[config.mk]
export PLATFORM = sky130hd
export DESIGN_NAME = sdf_ctrl
export DESIGN_NICKNAME = d
export VERILOG_FILES = /design/src/design/sdf_pkg.sv /design/src/design/sdf_ctrl.sv
export SDC_FILE = /design/constraint.sdc
export NUM_CORES = 1
export LEC_CHECK = 0
export ABC_CLOCK_PERIOD_IN_PS = 1700
export CAP_MARGIN = 40
export CORE_AREA = 2 2 39 41
export CTS_BUF_LIST = sky130_fd_sc_hd__clkbuf_8
export CTS_CLUSTER_DIAMETER = 60
export DETAILED_ROUTE_END_ITERATION = 16
export DIE_AREA = 0 0 41 43
export DONT_BUFFER_PORTS = 1
export PLACE_DENSITY_LB_ADDON = 0.3
export SLEW_MARGIN = 5
export SYNTH_ARGS = -nofsm -noshare
export SYNTH_HDL_FRONTEND = slang
export SYNTH_SLANG_ARGS = --single-unit
[constraint.sdc]
create_clock -name clock -period 1.7 [get_ports clock]
set_input_delay 0.425 -clock clock [delete_from_list [all_inputs] [get_ports clock]]
set_output_delay 0.425 -clock clock [all_outputs]
set_load 0.02 [all_outputs]
[src/design/sdf_pkg.sv]
// Shared constants and controller/datapath interface types for the
// signed decimal field formatter. No dependencies.
`default_nettype none

package sdf_pkg;

   // sizing
   localparam int MAX_CHARS  = 64;
   localparam int VALUE_BITS = 32;
   localparam int DIGITS     = 10;   // decimal digits of a 32-bit magnitude
   localparam int CNT_BITS   = 7;    // holds 0..MAX_CHARS
   localparam int DIG_BITS   = 4;    // holds 0..DIGITS
   localparam int POS_BITS   = 6;

   // input item fields
   localparam int FLAGS_BITS = 5;
   localparam int WIDTH_BITS = 7;
   localparam int PREC_BITS  = 6;
   localparam int LIMIT_BITS = 7;
   localparam int REQ_BITS   = 64;
   localparam int RSP_BITS   = 16;

   // format flag bit positions
   localparam int FLAG_LEFT  = 0;
   localparam int FLAG_ZERO  = 1;
   localparam int FLAG_PLUS  = 2;
   localparam int FLAG_SPACE = 3;
   localparam int FLAG_PREC  = 4;

   // characters
   localparam logic [7:0] CHAR_ZERO  = 8'h30;
   localparam logic [7:0] CHAR_SPACE = 8'h20;
   localparam logic [7:0] CHAR_MINUS = 8'h2D;
   localparam logic [7:0] CHAR_PLUS  = 8'h2B;

   // reciprocal of ten: q = (n * RECIP_TEN) >> RECIP_SHIFT, exact for 32-bit n
   localparam logic [31:0] RECIP_TEN   = 32'hCCCC_CCCD;
   localparam int          RECIP_SHIFT = 35;

   // controller to datapath
   typedef struct packed {
      logic load;    // capture a new input item
      logic step;    // produce one decimal digit
      logic setup;   // work out the text layout
      logic emit;    // load the next character into the output register
   } dp_cmd_type;

   // datapath to controller
   typedef struct packed {
      logic conv_done;   // the digit being produced now is the last one
      logic count_zero;  // no characters to emit
      logic emit_last;   // the character being loaded is the final one
   } dp_status_type;

endpackage

`default_nettype wire

[src/design/sdf_ctrl.sv]
// Controller: sequences capture, conversion, setup and emission, and owns
// the handshake flags. Depends on sdf_pkg.
`default_nettype none

module sdf_ctrl (
   input  wire                      clock,
   input  wire                      reset,
   input  wire                      req_tvalid,
   output logic                     req_tready,
   output logic                     rsp_tvalid,
   input  wire                      rsp_tready,
   output sdf_pkg::dp_cmd_type      cmd,
   input  sdf_pkg::dp_status_type   status
);
   import sdf_pkg::*;

   localparam logic [1:0] ST_IDLE  = 2'd0;
   localparam logic [1:0] ST_CONV  = 2'd1;
   localparam logic [1:0] ST_SETUP = 2'd2;
   localparam logic [1:0] ST_EMIT  = 2'd3;

   logic [1:0] state_ff, state_in;
   logic       out_valid_ff, out_valid_in;
   logic       out_free;

   assign out_free   = !out_valid_ff || rsp_tready;
   assign req_tready = (state_ff == ST_IDLE);
   assign rsp_tvalid = out_valid_ff;

   // next state and commands
   always_comb begin
      state_in  = state_ff;
      cmd       = '0;
      unique case (state_ff)
         ST_IDLE: begin
            if (req_tvalid) begin
               cmd.load = 1'b1;
               state_in = ST_CONV;
            end
         end
         ST_CONV: begin
            cmd.step = 1'b1;
            if (status.conv_done)
               state_in = ST_SETUP;
         end
         ST_SETUP: begin
            cmd.setup = 1'b1;
            state_in  = ST_EMIT;
         end
         ST_EMIT: begin
            if (status.count_zero) begin
               state_in = ST_IDLE;
            end else if (out_free) begin
               cmd.emit = 1'b1;
               if (status.emit_last)
                  state_in = ST_IDLE;
            end
         end
         default: state_in = ST_IDLE;
      endcase
   end

   // output register occupancy
   always_comb begin
      if (cmd.emit)
         out_valid_in = 1'b1;
      else if (rsp_tready)
         out_valid_in = 1'b0;
      else
         out_valid_in = out_valid_ff;
   end

   always_ff @(posedge clock) begin
      if (reset) begin
         state_ff     <= ST_IDLE;
         out_valid_ff <= 1'b0;
      end else begin
         state_ff     <= state_in;
         out_valid_ff <= out_valid_in;
      end
   end

endmodule

`default_nettype wire

* Word-level counts from Yosys, hierarchy flattened *
Cells that the tools add are included.

storage, ports and cells
  bits in registers = 3
  input bits = 7
  output and inout port bits = 6
  logic and storage cells = 29

operators by class
  equality and inequality tests = 7
  muxes and demuxes = 15
  reduce and logical (&&, ||, !) cells = 5

operator list
  kind                                                                    number
  2-bit 2-to-1 mux                                                        5
  1-bit 2-to-1 mux                                                        9
  2-bit case mux with 4 select lines                                      1
  3-bit != test (second input constant)                                   2
  2-bit equality test (second input constant)                             2
  2-bit != test (second input constant)                                   2
  4-bit AND reduction                                                     1
  2-bit by 1-bit equality test with 1-bit output (second input constant)  1
  2-bit logical NOT                                                       1
  2-bit nonzero test                                                      1
  1-bit logical NOT                                                       1
  1-bit logical OR                                                        1

* Depth between registers and ports, before layout *
  depth after elaboration = 6
  depth in mapped cells = 6
  mapped depth without buffers = 6

* Worst setup path before layout *
Ideal clock, no wire load.

  path kind = reg2reg
  start = register state_ff[0]
  end = register state_ff[0]
  setup time = 0.070 ns
  arrival = 1.354 ns
  required time = 1.630 ns
  slack = 0.277 ns
  cell stages (with the launch flop) = 7
  buffers on the path = 0
  clock period less this slack = 1.423 ns
  path through = dfxtp_1 -> inv_1 -> ha_1 -> inv_2 -> o22ai_2 -> or3_1 -> a21oi_1

on the way
  longest elaborated chain between the ends = 3
  elaborated cells between the ends (all ways) = 10
  those cells by class = eq/ne (7); mux (1); reduce/logical (2)

ends and longest elaborated chain
  element                        RTL line        text
  start, declared                sdf_ctrl.sv:22  logic [1:0] state_ff, state_in;
  start signal, assigned         sdf_ctrl.sv:78  state_ff <= state_in;
  2-bit logical NOT (*)          -
  net req_tready                 sdf_ctrl.sv:9   output logic req_tready,
  2-bit != test (no line)        -
  4-bit AND reduction (no line)  -

Mark *: on every way through the listed nets, which the timed path passes. The rest lies on a longest branch.
A chain may end at the register's enable or synchronous reset.

==> impl_metrics.json <==
{
  "run_status": "finished clean",
  "fmaxAchievable_mhz": 620,
  "reg2reg_to": "state_ff[0]$_SDFFE_PP0P_",
  "synth.lib_cells_used.distinct": 15,
  "seq_area_frac_synth_pct": 26.4,
  "detailed_place.area_um2": 255,
  "critPathSlowestCell": "sky130_fd_sc_hd__dfxtp_1",
  "ant_nets": 0,
  "n_antenna_cell": 0,
  "regToRegSetupSlack_ns": 0.23,
  "synth_enable_flop_cells": 0,
  "clockBufferDepth": 2,
  "post_cts_buffers": 0,
  "hpwlAfterDp_um": 385,
  "power.density_nw_per_um2": 2120,
  "power.static_leakage_nw": 0.131,
  "ys.warnings.count": 0,
  "cts_made_buffers": 3,
  "hold_class": "primary input to flip-flop",
  "number_of_storage_elements_in_the_synthesis_netlist": 3,
  "dr.pass1.iters": 4,
  "floorplan.initialDensity_pct": 16.5,
  "finish.net_count": 43,
  "post_synth.cell_area_avg_um2": 8.76,
  "clock_insertion_delay_worst_skew_ns": 0.21,
  "clkTransAtPathRegs_ns": 0.03,
  "totalNegativeSetupSlack_ns": 0,
  "die_height_um": 43,
  "num_vias": 193,
  "timing.final.hold_violations": 0,
  "swShare_pct": 39.9,
  "core_area_um2": 1380,
  "critPathLaunch": "state_ff[0]$_SDFFE_PP0P_",
  "hold_slack_ns": 0.284,
  "seq_power_share_pct": 19.4,
  "tritoncts": "built",
  "number_of_antenna_violations_at_the_first_check_in_global_routing": 0,
  "drt-wirelength-per-cell_um": 9.68,
  "netlist_area_um2": 228,
  "setup_repair_after_global_routing_missed_its_margin": "no",
  "global_route.usage.total_pct": 7.42,
  "drc_errors": 0,
  "combPwrFrac_pct": 49.3,
  "cpLargestDelayFamily": "simple AND/OR/NAND/NOR gates",
  "wirelength_um": 455,
  "timing.slew.headroom_pct": 73.7,
  "grt_max_degree": 5,
  "io_buffer_count": 0,
  "nFillCells": 158,
  "ir_worst_vdd_uv": 353,
  "power.total_mw": 0.638,
  "timing.critical_path.cells": "ha_1 -> nand2b_2 -> nor2b_1",
  "count_leader_synth": "sky130_fd_sc_hd__ha_1",
  "total_switching_power_mw": 0.255,
  "maxCapViolations": 0,
  "drtIter0Drc": 2,
  "ys.flop_type": "sky130_fd_sc_hd__dfxtp_1",
  "crit_path_max_fanout": 4,
  "grt_first_pass_wirelength_um": 738,
  "synth.largest_area_cell": "sky130_fd_sc_hd__dfxtp_1",
  "timing.final.max_slew_violations": 0,
  "cpPeakStageDelay_ns": 0.38,
  "endpoint": "cmd[0]",
  "die_area_um2": 1760,
  "drt-vias-per-instance": 4.11,
  "clock-root-buffer": "sky130_fd_sc_hd__clkbuf_8",
  "final.setup_skew_ns": 0.00137,
  "cts-resized-gates": 0,
  "depth_of_the_critical_timing_path_with_buffers_and_inverters_included": 3,
  "ios": 13,
  "h-tree-depth": 1,
  "power.share.clock_pct": 31.3,
  "finish.instance_area_um2": 300,
  "synth.net_count": 37,
  "start_kind": "flip-flop",
  "gr-total-overflow": 0,
  "rr_startpoint": "state_ff[0]$_SDFFE_PP0P_",
  "first_global_vias": 199,
  "layout_area_growth_over_synthesis_pct": 31.9,
  "setup_viol_count_final": 0,
  "yosys-top-cells-count": "4 x sky130_fd_sc_hd__ha_1, 3 x sky130_fd_sc_hd__a21oi_1, 3 x sky130_fd_sc_hd__dfxtp_1, 3 x sky130_fd_sc_hd__inv_1",
  "criticalPathCategory": "flip-flop to primary output",
  "cellInternalPower_mw": 0.383,
  "worst_slew_pin_slew_ns": 0.393,
  "timing.critical_path.to_type": "primary output",
  "area_share_of_the_largest_cell_type_after_synthesis_pct": 26.4,
  "syn_inst": 26,
  "ys_async_sr_fraction_pct": 0,
  "core.rowCount": 14,
  "die_w_um": 41,
  "gp_routability_congestion": 0.593,
  "cts_hold_buf": 0,
  "synth_area_leaders": "sky130_fd_sc_hd__dfxtp_1 26%, sky130_fd_sc_hd__ha_1 22%, sky130_fd_sc_hd__nand2b_2 7.7%",
  "critPathArrivalTime_ns": 1.19,
  "critical_path_buf_inv_count": 0,
  "cp_data_required_time_ns": 1.27,
  "post-route-period-util_pct": 94.8,
  "reg2reg_depth": 6,
  "cts_num_sinks": 3,
  "post_route_minimum_period_ns": 1.61,
  "final_layout_size_suffix_gt1_share_pct": 32.3
}
cell families after synthesis:
kind of cell,count (synthesis),share of synthesized area (%)
AOI/OAI and AO/OA,7,20.3
and+or+nand+nor,7,21.4
buffers and inverters,5,9.89
adders and majority gates,4,22.0
DFF,3,26.4
flip-flops by register name, indices dropped and copies added (netlist names):
name,cells
state_ff,2
rsp_tvalid,1
per-stage QoR:
step	setup WS (ns)	util (%)	cells
2_1_floorplan	0.277	-	26
3_3_place_gp	0.245	18.4	43
3_5_place_dp	0.238	18.4	43
4_1_cts	0.0752	21.7	47
5_1_grt	0.00826	21.7	47
6_report	0.0876	21.7	47
metal layers:
metal / routed length, µm / GRT usage, % / part of all wire, % / vias up
li1: - / - / - / 95
met5: 0 / 0 / 0 / -
met4: 0 / 10.0 / 0 / 0
met1: 164 / 5.45 / 36 / 92
met3: 33 / 6.28 / 7.3 / 0
met2: 258 / 9.38 / 57 / 6
cells in the final DEF (no fill, tap or decap):
cell type                  synthesis  final
sky130_fd_sc_hd__a21oi_1           3      3
sky130_fd_sc_hd__a21oi_2           1      1
sky130_fd_sc_hd__ha_1              4      4
sky130_fd_sc_hd__buf_4             1      2
sky130_fd_sc_hd__o21ai_0           2      2
sky130_fd_sc_hd__or3_1             1      1
sky130_fd_sc_hd__inv_1             3      4
sky130_fd_sc_hd__clkbuf_8          0      3
sky130_fd_sc_hd__nand2b_2          2      2
sky130_fd_sc_hd__and2_1            1      1
sky130_fd_sc_hd__nor2b_1           1      1
sky130_fd_sc_hd__nor2_1            1      1
sky130_fd_sc_hd__inv_2             1      1
sky130_fd_sc_hd__dfxtp_1           3      3
sky130_fd_sc_hd__o22ai_2           1      1
sky130_fd_sc_hd__or3b_1            1      1
final cells by class:
class / count / area, µm² / share of cell area [%]
Clock buffer: 3 / 41.3 / 13.7
Clock inverter: 1 / 3.75 / 1.25
Inverter: 4 / 15.0 / 5.00
Multi-Input combinational cell: 18 / 145 / 48.3
Sequential cell: 3 / 60.1 / 20.0
Tap cell: 16 / 20.0 / 6.67
Timing Repair Buffer: 2 / 15.0 / 5.00
power groups by stage:
stage	clock network (mW)	registers, mW	logic [mW]
after floorplan	0	0.116	0.251
after global placement	0	0.126	0.315
after detailed placement	0	0.124	0.320
after CTS	0.206	0.123	0.320
after global routing	0.222	0.125	0.360
final	0.200	0.124	0.314
worst min-delay path by stage:
stage                                   from                  endpoint  cells past startpoint
floorplan           state_ff[0]$_SDFFE_PP0P_  state_ff[0]$_SDFFE_PP0P_                      2
global placement                       reset  state_ff[1]$_SDFFE_PP0P_                      1
detailed placement                     reset  state_ff[1]$_SDFFE_PP0P_                      1
CTS                                    reset  state_ff[1]$_SDFFE_PP0P_                      1
global route                           reset  state_ff[1]$_SDFFE_PP0P_                      1
finish                                 reset  state_ff[1]$_SDFFE_PP0P_                      1
Note: power is estimated with default switching activity, not from simulation.
